File: config.mk
export PLATFORM = sky130hd
export DESIGN_NAME = fixed_block_pool_allocator
export DESIGN_NICKNAME = d
export VERILOG_FILES = /design/src/rtl/fbpa_pkg.sv /design/src/rtl/fixed_block_pool_allocator.sv /design/src/rtl/fbpa_link_ram.sv /design/src/rtl/fbpa_ctrl.sv
export SDC_FILE = /design/constraint.sdc
export NUM_CORES = 1
export LEC_CHECK = 0
export ABC_AREA = 0
export BUFFER_PORTS_ARGS = -buffer_cell sky130_fd_sc_hd__buf_2
export CAP_MARGIN = 15
export CORE_MARGIN = 2
export CORE_UTILIZATION = 56
export CTS_CLUSTER_SIZE = 8
export DETAILED_ROUTE_END_ITERATION = 10
export GPL_ROUTABILITY_DRIVEN = 0
export GPL_TIMING_DRIVEN = 0
export PLACE_DENSITY_LB_ADDON = 0.08
export SLEW_MARGIN = 10
export SYNTH_ARGS = -nofsm -noshare
export SYNTH_HDL_FRONTEND = slang
export SYNTH_HIERARCHICAL = 1
export SYNTH_SLANG_ARGS = --single-unit
File: constraint.sdc
create_clock -name clk -period 4.8 [get_ports clk]
set_input_delay 0.48 -clock clk [delete_from_list [all_inputs] [get_ports clk]]
set_output_delay 0.48 -clock clk [all_outputs]
set_load 0.005 [all_outputs]
File: src/rtl/fbpa_pkg.sv
`default_nettype none
// ----------------------------------------------------------------------------
// fbpa_pkg
// Shared sizes, codes and types of the fixed-size block pool allocator.
// ----------------------------------------------------------------------------
package fbpa_pkg;

	// Pool geometry (chunk size is a power of two)
	localparam int POOL_BYTES  = 4096;
	localparam int CHUNK_BYTES = 64;
	localparam int CHUNK_COUNT = POOL_BYTES / CHUNK_BYTES;
	localparam int CHUNK_SHIFT = $clog2(CHUNK_BYTES);
	localparam int IDX_W       = $clog2(CHUNK_COUNT);
	localparam int LINK_W      = $clog2(CHUNK_COUNT + 1);
	localparam int CNT_W       = $clog2(CHUNK_COUNT + 1);
	localparam int ADDR_W      = 32;

	// Link value meaning "no successor"
	localparam logic [LINK_W-1:0] NO_LINK = LINK_W'(CHUNK_COUNT);
	// Offset of the last chunk from the pool base
	localparam logic [ADDR_W:0] LAST_OFF = (ADDR_W + 1)'((CHUNK_COUNT - 1) * CHUNK_BYTES);
	localparam logic [ADDR_W-1:0] ALIGN_MASK = ADDR_W'(CHUNK_BYTES - 1);

	// Stream widths
	localparam int FUNC_W      = 2;
	localparam int STATUS_W    = 3;
	localparam int S_TDATA_W   = ((FUNC_W + ADDR_W + 7) / 8) * 8;
	localparam int M_TDATA_W   = ((STATUS_W + ADDR_W + 7) / 8) * 8;

	// Operation codes
	localparam logic [FUNC_W-1:0] FUNC_INIT  = 2'd0;
	localparam logic [FUNC_W-1:0] FUNC_ALLOC = 2'd1;
	localparam logic [FUNC_W-1:0] FUNC_FREE  = 2'd2;

	typedef enum logic [STATUS_W-1:0] {
		STAT_ALLOCATED   = 3'd0,
		STAT_FREED       = 3'd1,
		STAT_INITIALIZED = 3'd2,
		STAT_NOT_INIT    = 3'd3,
		STAT_EMPTY       = 3'd4,
		STAT_BAD         = 3'd5
	} status_t;

	typedef enum logic [2:0] {
		ST_IDLE,
		ST_ALLOC,
		ST_FREE,
		ST_INIT,
		ST_RESP
	} state_t;

	// Link memory write port
	typedef struct packed {
		logic              we;
		logic [IDX_W-1:0]  waddr;
		logic [LINK_W-1:0] wdata;
	} ram_wr_t;

	// Finished result handed to the output register
	typedef struct packed {
		logic              valid;
		status_t           status;
		logic [ADDR_W-1:0] addr;
	} result_t;

endpackage
`default_nettype wire

File: src/rtl/fixed_block_pool_allocator.sv
`default_nettype none
// ----------------------------------------------------------------------------
// fixed_block_pool_allocator
// Fixed-size block pool allocator with a FIFO free list kept in a link memory.
//
//   channel  | dir | beat contents
//   ---------+-----+------------------------------------------------
//   s_axis   | in  | func, free_address
//   m_axis   | out | status, chunk_address
//   cfg      | in  | pool_base write, one register
//
// Allocate and free go through accept, then the link read result or the
// second link write. Errors go from accept to the reply. Init sweeps every
// link entry, one a cycle, then replies.
// One request is in flight at a time; a result waiting in the output register
// stalls only the finishing step of the next request.
// Reset clears control state; the link memory is not reset (init and free write it).
// ----------------------------------------------------------------------------
module fixed_block_pool_allocator (
	input  wire                                   clk,
	input  wire                                   arst_n,
	input  wire                                   s_axis_tvalid,
	output logic                                  s_axis_tready,
	// [1:0] func, [33:2] free_address, upper bits zero
	input  wire  [fbpa_pkg::S_TDATA_W-1:0]        s_axis_tdata,
	output logic                                  m_axis_tvalid,
	input  wire                                   m_axis_tready,
	// [2:0] status, [34:3] chunk_address, upper bits zero
	output logic [fbpa_pkg::M_TDATA_W-1:0]        m_axis_tdata,
	input  wire                                   cfg_we,
	input  wire  [fbpa_pkg::ADDR_W-1:0]           cfg_wdata
);
	import fbpa_pkg::*;

	logic [ADDR_W-1:0] pool_base_q;
	logic              out_valid_q;
	status_t           out_status_q;
	logic [ADDR_W-1:0] out_addr_q;
	logic              out_free;
	result_t           res;
	ram_wr_t           ram_wr;
	logic [IDX_W-1:0]  ram_raddr;
	logic [LINK_W-1:0] ram_rdata;

	// configuration register
	always_ff @(posedge clk or negedge arst_n) begin
		if (!arst_n) begin
			pool_base_q <= '0;
		end else if (cfg_we) begin
			pool_base_q <= cfg_wdata;
		end
	end

	assign out_free = !out_valid_q || m_axis_tready;

	fbpa_ctrl u_ctrl (
		.clk          (clk),
		.arst_n       (arst_n),
		.pool_base    (pool_base_q),
		.in_valid     (s_axis_tvalid),
		.in_ready     (s_axis_tready),
		.func         (s_axis_tdata[FUNC_W-1:0]),
		.free_address (s_axis_tdata[FUNC_W+ADDR_W-1:FUNC_W]),
		.out_free     (out_free),
		.res          (res),
		.ram_wr       (ram_wr),
		.ram_raddr    (ram_raddr),
		.ram_rdata    (ram_rdata)
	);

	fbpa_link_ram u_link_ram (
		.clk   (clk),
		.wr    (ram_wr),
		.raddr (ram_raddr),
		.rdata (ram_rdata)
	);

	// output register
	always_ff @(posedge clk or negedge arst_n) begin
		if (!arst_n) begin
			out_valid_q <= 1'b0;
		end else if (res.valid) begin
			out_valid_q <= 1'b1;
		end else if (m_axis_tready) begin
			out_valid_q <= 1'b0;
		end
	end

	always_ff @(posedge clk) begin
		if (res.valid) begin
			out_status_q <= res.status;
			out_addr_q   <= res.addr;
		end
	end

	assign m_axis_tvalid = out_valid_q;
	assign m_axis_tdata  = {(M_TDATA_W - STATUS_W - ADDR_W)'(0), out_addr_q, out_status_q};

	// a new result never lands on one that is still waiting
	a_no_overwrite: assert property (@(posedge clk) disable iff (!arst_n)
		res.valid |-> out_free)
		else $error("result written over a pending beat");

	// one request at a time
	a_one_in_flight: assert property (@(posedge clk) disable iff (!arst_n)
		(s_axis_tvalid && s_axis_tready) |=> !s_axis_tready)
		else $error("second request taken while one is in flight");

	// address is zero unless a chunk was handed out
	a_addr_zero: assert property (@(posedge clk) disable iff (!arst_n)
		(m_axis_tvalid && out_status_q != STAT_ALLOCATED) |-> (out_addr_q == '0))
		else $error("nonzero address on a non-allocate result");

	// memory writes only while a request is being worked on
	a_no_idle_write: assert property (@(posedge clk) disable iff (!arst_n)
		(s_axis_tready && !s_axis_tvalid) |-> !ram_wr.we)
		else $error("link memory written while idle");

endmodule
`default_nettype wire

File: src/rtl/fbpa_link_ram.sv
`default_nettype none
// ----------------------------------------------------------------------------
// fbpa_link_ram
// Successor-link memory: one write port, one read port, registered read data.
// ----------------------------------------------------------------------------
module fbpa_link_ram (
	input  wire                                clk,
	input  fbpa_pkg::ram_wr_t                  wr,
	input  wire  [fbpa_pkg::IDX_W-1:0]         raddr,
	output logic [fbpa_pkg::LINK_W-1:0]        rdata
);
	import fbpa_pkg::*;

	logic [LINK_W-1:0] mem [CHUNK_COUNT];

	// write port
	always_ff @(posedge clk) begin
		if (wr.we) begin
			mem[wr.waddr] <= wr.wdata;
		end
	end

	// read port, registered
	always_ff @(posedge clk) begin
		rdata <= mem[raddr];
	end

endmodule
`default_nettype wire

File: src/rtl/fbpa_ctrl.sv
`default_nettype none
// ----------------------------------------------------------------------------
// fbpa_ctrl
// Free-list sequencer: head/tail/count registers, operation decode, init
// sweep and the read-modify-write steps on the link memory.
// ----------------------------------------------------------------------------
module fbpa_ctrl (
	input  wire                                clk,
	input  wire                                arst_n,
	input  wire  [fbpa_pkg::ADDR_W-1:0]        pool_base,
	input  wire                                in_valid,
	output logic                               in_ready,
	input  wire  [fbpa_pkg::FUNC_W-1:0]        func,
	input  wire  [fbpa_pkg::ADDR_W-1:0]        free_address,
	input  wire                                out_free,
	output fbpa_pkg::result_t                  res,
	output fbpa_pkg::ram_wr_t                  ram_wr,
	output logic [fbpa_pkg::IDX_W-1:0]         ram_raddr,
	input  wire  [fbpa_pkg::LINK_W-1:0]        ram_rdata
);
	import fbpa_pkg::*;

	state_t            state_q, state_d;
	logic [IDX_W-1:0]  head_q, tail_q, idx_q, sweep_q;
	logic [CNT_W-1:0]  count_q;
	logic              ready_q;
	status_t           resp_q, idle_status;

	logic              acc;
	logic              full;
	logic              sweep_last;
	logic [ADDR_W:0]   last_addr;
	logic              in_range, aligned, free_ok;
	logic [ADDR_W-1:0] offset;
	logic [IDX_W-1:0]  free_idx;

	assign acc        = in_valid && in_ready;
	assign full       = (count_q == CNT_W'(CHUNK_COUNT));
	assign sweep_last = (sweep_q == IDX_W'(CHUNK_COUNT - 1));

	// free address check: range without wrap, alignment, something allocated
	assign last_addr = {1'b0, pool_base} + LAST_OFF;
	assign in_range  = (free_address >= pool_base) && ({1'b0, free_address} <= last_addr);
	assign offset    = free_address - pool_base;
	assign aligned   = ((offset & ALIGN_MASK) == '0);
	assign free_idx  = IDX_W'(offset >> CHUNK_SHIFT);
	assign free_ok   = in_range && aligned && (count_q != '0);

	// head link is always being read; data is valid in the cycle after accept
	assign ram_raddr = head_q;

	// next state
	always_comb begin
		state_d     = state_q;
		idle_status = STAT_BAD;
		case (state_q)
			ST_IDLE: begin
				if (acc) begin
					state_d = ST_RESP;
					case (func)
						FUNC_INIT: begin
							state_d = ST_INIT;
						end
						FUNC_ALLOC: begin
							if (!ready_q) begin
								idle_status = STAT_NOT_INIT;
							end else if (full) begin
								idle_status = STAT_EMPTY;
							end else begin
								state_d = ST_ALLOC;
							end
						end
						FUNC_FREE: begin
							if (!ready_q) begin
								idle_status = STAT_NOT_INIT;
							end else if (free_ok) begin
								state_d = ST_FREE;
							end
						end
						default: begin
							idle_status = STAT_BAD;
						end
					endcase
				end
			end
			ST_ALLOC, ST_FREE, ST_RESP: begin
				if (out_free) begin
					state_d = ST_IDLE;
				end
			end
			ST_INIT: begin
				if (sweep_last) begin
					state_d = ST_RESP;
				end
			end
			default: begin
				state_d = ST_IDLE;
			end
		endcase
	end

	// outputs: handshake, memory writes, result
	always_comb begin
		in_ready     = (state_q == ST_IDLE);
		ram_wr       = '0;
		res          = '0;
		res.status   = resp_q;
		case (state_q)
			ST_IDLE: begin
				// freed chunk becomes the new list end
				if (acc && func == FUNC_FREE && ready_q && free_ok) begin
					ram_wr.we    = 1'b1;
					ram_wr.waddr = free_idx;
					ram_wr.wdata = NO_LINK;
				end
			end
			ST_ALLOC: begin
				res.valid  = out_free;
				res.status = STAT_ALLOCATED;
				res.addr   = pool_base + (ADDR_W'(head_q) << CHUNK_SHIFT);
			end
			ST_FREE: begin
				// old tail points at the freed chunk
				ram_wr.we    = out_free;
				ram_wr.waddr = tail_q;
				ram_wr.wdata = LINK_W'(idx_q);
				res.valid    = out_free;
				res.status   = STAT_FREED;
			end
			ST_INIT: begin
				ram_wr.we    = 1'b1;
				ram_wr.waddr = sweep_q;
				ram_wr.wdata = sweep_last ? NO_LINK : LINK_W'(sweep_q) + LINK_W'(1);
			end
			ST_RESP: begin
				res.valid = out_free;
			end
			default: begin
				in_ready = 1'b0;
			end
		endcase
	end

	// state register
	always_ff @(posedge clk or negedge arst_n) begin
		if (!arst_n) begin
			state_q <= ST_IDLE;
		end else begin
			state_q <= state_d;
		end
	end

	// free-list registers
	always_ff @(posedge clk or negedge arst_n) begin
		if (!arst_n) begin
			head_q  <= '0;
			tail_q  <= '0;
			count_q <= '0;
			ready_q <= 1'b0;
			sweep_q <= '0;
			resp_q  <= STAT_BAD;
			idx_q   <= '0;
		end else begin
			case (state_q)
				ST_IDLE: begin
					sweep_q <= '0;
					idx_q   <= free_idx;
					resp_q  <= idle_status;
				end
				ST_ALLOC: begin
					if (out_free) begin
						if (ram_rdata != NO_LINK) begin
							head_q <= IDX_W'(ram_rdata);
						end
						count_q <= count_q + CNT_W'(1);
					end
				end
				ST_FREE: begin
					if (out_free) begin
						tail_q <= idx_q;
						if (full) begin
							head_q <= idx_q;
						end
						count_q <= count_q - CNT_W'(1);
					end
				end
				ST_INIT: begin
					sweep_q <= sweep_q + IDX_W'(1);
					if (sweep_last) begin
						head_q  <= '0;
						tail_q  <= IDX_W'(CHUNK_COUNT - 1);
						count_q <= '0;
						ready_q <= 1'b1;
						resp_q  <= STAT_INITIALIZED;
					end
				end
				default: begin
				end
			endcase
		end
	end

endmodule
`default_nettype wire

==> results of run 1 <==
[layout by cell type (no fill, tap or decap), types with 33 or more instances in the layout]
cell         n
ha_1        75
buf_12      35
edfxtp_1   483
buf_2      121
clkbuf_16   82
xnor2_1     49
nor2_4      65
nand2_1     60
buf_6       33
buf_4       66
mux4_2     112
dfrtp_1     53
clkbuf_1    49
nor2_1      74
inv_1       48
a21oi_1     55
[cells in the mapped netlist (all sizes together) (7+ instances only)]
cell and instances:
clkbuf 36, dfxtp 7, dfrtp 69, nor3b 9
a211oi 10, o31ai 10, buf 41, o21ai 36
o221ai 11, mux4 112, nand3 35, ha 75
mux2 42, o22ai 19, xnor2 50, or3 13
edfxtp 483, o211ai 7, nor3 29, nand2 69
nand3b 7, a21o 17, nor4 10, mux2i 22
inv 50, a22oi 9, and3 9, nor2b 9
nand2b 12, nor2 139, a22o 17, nand4 20
a21oi 58
[final cells by class]
class	instances	area [sq um]	area share
Sequential cell	561	16400	0.523
Multi-Input combinational cell	927	9230	0.294
Clock buffer	106	2150	0.0685
Timing Repair Buffer	226	2040	0.0650
Tap cell	592	741	0.0236
Buffer	72	499	0.0159
Inverter	50	191	0.00609
Clock inverter	6	121	0.00386
[registers in the layout, summed over array words and instances (netlist names), 6 cells and up]
| name | cells |
|---|---|
| u_link_ram/mem | 448 |
| out_addr_q | 32 |
| pool_base_q | 32 |
| u_ctrl/count_q | 7 |
| u_link_ram/rdata | 7 |
| u_ctrl/idx_q | 6 |
| u_ctrl/ram_raddr | 6 |
| u_ctrl/sweep_q | 6 |
| u_ctrl/tail_q | 6 |
[timing repair]
item | CTS | global route
endpoints found under the hold margin | 23 | 0
hold buffers | 1 | 0
endpoints found under the setup margin | 512 | 448
pin swaps | 65 | 57
setup buffers | 72 | 32
gates resized for setup | 199 | 58
[cell families (layout without fill, tap and decap cells)]
logic type                 count (synthesis)  count (layout)  synth area share
muxes                                    176             176             0.132
buffers and inverters                    127             460            0.0257
adders and majority gates                 78              78            0.0395
xor gates and xnor gates                  55              55            0.0190
AOI/OAI and AO/OA                        231             231            0.0613
other                                      1               5          0.000148
and+or+nand+nor                          382             382            0.0732
DFF                                      561             561             0.649
[per-layer routing]
metal / vias to the layer above / wire length (um)
li1: 6921 / -
met1: 8048 / 25800
met2: 778 / 32100
met3: 168 / 5610
met4: 2 / 2670
met5: - / 13
[through the flow]
stage / cell area [sq um] / instances / power (mW) / hold WS [ps]
finish: 31400 / 2540 / 15.4 / 97.2
global route: 31400 / 2540 / 15.9 / 89.3
CTS: 30900 / 2509 / 15.3 / 70.9
detailed placement: 27100 / 2328 / 10.0 / 412
global placement: 26700 / 2313 / 9.94 / 489
floorplan: 25400 / 1615 / 8.59 / 184
[worst paths after layout]
check,slack (ps),cells after the start,to
worst max-delay path,-180,19,u_link_ram/mem[59][6]
worst min-delay path,100,2,pool_base_q[18]
worst max register to register,-180,19,u_link_ram/mem[59][6]
worst min register to register,500,2,u_ctrl/resp_q[0]
max in group asynchronous,3870,3,pool_base_q[26]
min in group asynchronous,320,2,u_ctrl/tail_q[3]
[power breakdown]
| group | internal (mW) | switching [mW] | leakage, nW |
|---|---|---|---|
| combinational | 1.88 | 2.54 | 4.75 |
| clock | 3.11 | 2.01 | 1.10 |
| sequential | 5.58 | 0.233 | 5.42 |
==> impl_metrics.tcl, run 1 <==
set metrics [dict create \
    syn-instance-count 1611 \
    vias 15900 \
    cts.sinks 561 \
    postRouteAntennaNets 0 \
    yosysWarningCount 6 \
    wl_per_cell_um 26.1 \
    gr-usage-met3 0.0501 \
    core-area_sq_um 44400 \
    cp.required_ps 5090 \
    crit_start "pool_base_q[6]" \
    clkSlewWorstSetupHoldPaths_ps 50 \
    cts_buffers 80 \
    cp_slowest_cell "dfrtp_2" \
    cp_common_cell "buf_12" \
    synth.distinct_cells 73 \
    worstPathCellList "inv_1, ha_1, nor3b_4, buf_12, nor4_1, xnor2_1, ha_1, a21o_1, a221o_1, a211o_1, a211oi_4, o211ai_4, buf_12, o22ai_4, buf_12, nor2b_4, nand3_4, buf_12, nor2_4" \
    grt_pass1_wl_mm 98.3 \
    setup_ws_ps -185 \
    overflow 0 \
    synth_area_sq_um 25300 \
    antenna_found_initial 1 \
    rows 77 \
    setup_viol 441 \
    num_antenna_cells 0 \
    hold_class "primary input to register" \
    status "finished with violations" \
    via_per_inst 6.27 \
    max_freq_mhz 201 \
    synth_top_area_frac 0.574 \
    num-nets-final 2073 \
    powerDensity_nw_per_um2 489 \
    rr_startpoint "pool_base_q[6]" \
    seq_area_frac_synth 0.649 \
    rsz0062_at_grt "true" \
    cp-start-kind "register" \
    cts.htree.levels 3 \
    grt_use_met2 0.460 \
    syn_area_per_cell_sq_um 15.7 \
    ys_async_sr_fraction 0.127 \
    critPathKind "register to register" \
    cts_tree "built" \
    grt_max_degree 49 \
    yosys_register_bits 561 \
    violations "setup timing" \
    vdd_drop_max_mv 0.345 \
    crit_family "compound AO/OA/AOI/OAI gates" \
    critPathMaxStageDelay_ps 400 \
    drtIter0Drc 1628 \
    clock_latency_ps 620 \
    synth_ff_type "edfxtp_1" \
    worstPathArrival_ps 5270 \
    end_kind "register" \
    grt_busiest_layer "met2" \
    post-route-min-period_ps 4980 \
    synthTopCellsByArea "edfxtp_1 57%, mux4_2 10%, dfrtp_1 6.8%" \
    fin_util 0.708 \
    finClkSkew_ps 27.4 \
    slew-limit-headroom 0.201 \
    drt-total-wl_mm 66.2 \
    drv_cap 0 \
    max_slew.worst_pin.slew_ps 1200 \
    die_w_um 216 \
    area_growth_pct 24.3 \
    crit_buf_inv 5 \
    drive_gt1_frac 0.340 \
    crit_fanout 7 \
    hold_viol 0 \
    place_ws_ps -2090 \
    min_period_over_period 1.04 \
    synth_edf_count 483 \
    leakage_nw 11.3 \
    cts_buffer_depth 3 \
    grt_pass1_vias 15800 \
    track_usage 0.285 \
    dpl.hpwl_mm 43.5 \
    initial_utilization 0.569 \
    final-max-slew-violation-count 0 \
    yosysTopAreaCell "edfxtp_1" \
    cts_root_buf "clkbuf_16" \
    num-fill-cells 2848 \
    setup_tns_ps -41450 \
    die_y_um 216 \
    dr.pass1.iters 5 \
    drc_errors 0 \
    die_area_sq_um 46900 \
    io_pins 119 \
    min_from "cfg_wdata[18]" \
    grtUsageMet1 0.391 \
    io_buffers 106 \
]
(Power assumes the default switching activity.)
==> run 2, diff against run 1 <==
MAX_ROUTING_LAYER = met4   (was default)
==> impl_metrics.tcl, run 2 (same netlist as run 1, synthesis figures left out) <==
set metrics [dict create \
    cp.required_ps 5090 \
    core-area_sq_um 44400 \
    rsz0062_at_grt "true" \
    regMostFlops "u_link_ram/mem" \
    slew-limit-headroom 0.238 \
    worstPathArrival_ps 5230 \
    finalPower_mw 15.3 \
    leakage_nw 11.2 \
    max_freq_mhz 203 \
    critPathMaxStageDelay_ps 430 \
    min_period_over_period 1.03 \
    cts_buffer_depth 3 \
    hold_viol 0 \
    die_area_sq_um 46900 \
    final_cell_mix "483 x edfxtp_1, 121 x buf_2, 112 x mux4_2" \
    layout_commonest_cell "edfxtp_1" \
    track_usage 0.294 \
    max_slew.worst_pin.slew_ps 1140 \
    holdPathEnd "pool_base_q[18]" \
    setup_ws_ps -134 \
    grt_pass1_vias 15700 \
    initial_utilization 0.569 \
    drive_gt1_frac 0.338 \
    setup_tns_ps -20800 \
    intPower_mw 10.6 \
    end_kind "register" \
    drtIter0Drc 1646 \
    clock_latency_ps 630 \
    dr.pass1.iters 6 \
    postRouteAntennaNets 0 \
    grt_max_degree 49 \
    clkPwrFrac 0.334 \
    met3_length_mm 5.28 \
    rr_startpoint "pool_base_q[9]" \
    reg2reg_slack_ps -130 \
    vias 15800 \
    rows 77 \
    route.met2.wl_mm 31.9 \
    holdPathStages 2 \
    area_growth_pct 23.9 \
    power_frac_seq 0.379 \
    overflow 0 \
    worstPathCellList "or3_4, nor3b_4, buf_12, buf_4, nor3_1, xnor2_1, ha_1, a21oi_1, o21ai_0, a221o_1, a211o_1, a211oi_4, o211ai_4, o22ai_2, clkbuf_8, nor2b_4, nand2_4, nor2_4" \
    cts_tree "built" \
    pwr-share-comb 0.287 \
    vdd_drop_max_mv 0.347 \
    hold_class "primary input to register" \
    via_per_inst 6.25 \
    min_from "cfg_wdata[18]" \
    grt_pass1_wl_mm 98.5 \
    reg_top3 "u_link_ram/mem x448, out_addr_q x32, pool_base_q x32" \
    drt-total-wl_mm 65.7 \
    cp-start-kind "register" \
    critPathKind "register to register" \
    r2r_cells 18 \
    violations "setup timing" \
    wl_per_cell_um 26.0 \
    dpl.hpwl_mm 43.5 \
    finClkSkew_ps 26.5 \
    io_pins 119 \
    num-nets-final 2065 \
    switching_share 0.312 \
    post-route-min-period_ps 4930 \
    cts_root_buf "clkbuf_16" \
    switchingPower_mw 4.79 \
    powerDensity_nw_per_um2 490 \
    die_y_um 216 \
    clkSlewWorstSetupHoldPaths_ps 50 \
    cts.sinks 561 \
    final-max-slew-violation-count 0 \
    die_w_um 216 \
    crit_fanout 10 \
    r2r-end "u_link_ram/mem[42][6]" \
    status "finished with violations" \
    antenna_found_initial 1 \
    largest_reg_flops 448 \
    cts.htree.levels 3 \
    drv_cap 0 \
    io_buffers 106 \
    drc_errors 0 \
    wl_met1_mm 26.2 \
    cp_slowest_cell "or3_4" \
    cts_buffers 80 \
    setup_viol 349 \
    top_layer "met4" \
]
## run 2: cell count changes in the layout (fill, tap and decap cells not counted), moves of 2 or more
| cell | previous run | this run |
|---|---|---|
| buf_6 | 33 | 29 |
| buf_4 | 66 | 63 |
| buf_12 | 35 | 33 |
| nand2_2 | 3 | 5 |
## run 2: per-stage QoR
step / util / cells / setup slack, ps / hold WS [ps] / instance area [sq um]
3_3_place_gp: 0.600 / 2313 / -3490 / 489 / 26700
3_5_place_dp: 0.609 / 2328 / -2090 / 412 / 27100
6_report: 0.705 / 2533 / -134 / 93.9 / 31300
5_1_grt: 0.705 / 2533 / -277 / 86.4 / 31300
2_1_floorplan: - / 1615 / 54.0 / 184 / 25400
4_1_cts: 0.696 / 2509 / -1.28 / 70.9 / 30900
## run 2: critical path: cells and delay by family (launching register included)
| family | cells | cell delay, ps |
|---|---|---|
| AO/OA/AOI/OAI | 7 | 1750 |
| XOR/XNOR | 1 | 140 |
| adder cells (fa/ha/maj) | 1 | 290 |
| AND/OR/NAND/NOR | 6 | 1480 |
| flip-flops | 1 | 420 |
| buffers and inverters | 3 | 510 |
## run 2: area by class of cell
class	count	area (sq um)
Buffer	72	493
Antenna cell	1	2.50
Fill cell	2851	13100
Tap cell	592	741
Sequential cell	561	16400
Multi-Input combinational cell	927	9220
Timing Repair Buffer	218	1960
Clock inverter	6	121
Inverter	50	191
Clock buffer	106	2150
## run 2: metal layers
layer  GRT usage  up-vias
met5           -        -
met4       0.107        0
met3      0.0494      155
met2       0.462      773
met1       0.393     7989
li1            -     6903
## run 2: what timing repair did
item                                    4_1_cts  5_1_grt
buffers inserted                             72       24
resized for setup                           199       51
endpoints found under the hold margin        23        0
pin swaps                                    65       55
endpoints found under the setup margin      512      448
hold buffers                                  1        0
## run 2: worst max-delay path by stage
| stage | start | slack [ps] | endpoint |
|---|---|---|---|
| floorplan | u_ctrl/state_q[0] | 50 | u_link_ram/mem[0][4] |
| global placement | u_ctrl/state_q[0] | -3490 | u_link_ram/mem[18][4] |
| detailed placement | pool_base_q[16] | -2090 | u_link_ram/mem[48][1] |
| CTS | pool_base_q[16] | -1 | u_link_ram/mem[32][5] |
| global route | pool_base_q[16] | -280 | u_link_ram/mem[59][1] |
| finish | pool_base_q[9] | -130 | u_link_ram/mem[42][6] |
## run 2: power groups by stage
stage / clock [mW] / combinational, mW / sequential, mW
3_5_place_dp: 0 / 4.13 / 5.90
3_3_place_gp: 0 / 4.02 / 5.91
2_1_floorplan: 0 / 2.77 / 5.82
5_1_grt: 5.40 / 4.61 / 5.84
4_1_cts: 5.19 / 4.28 / 5.81
6_report: 5.13 / 4.40 / 5.82
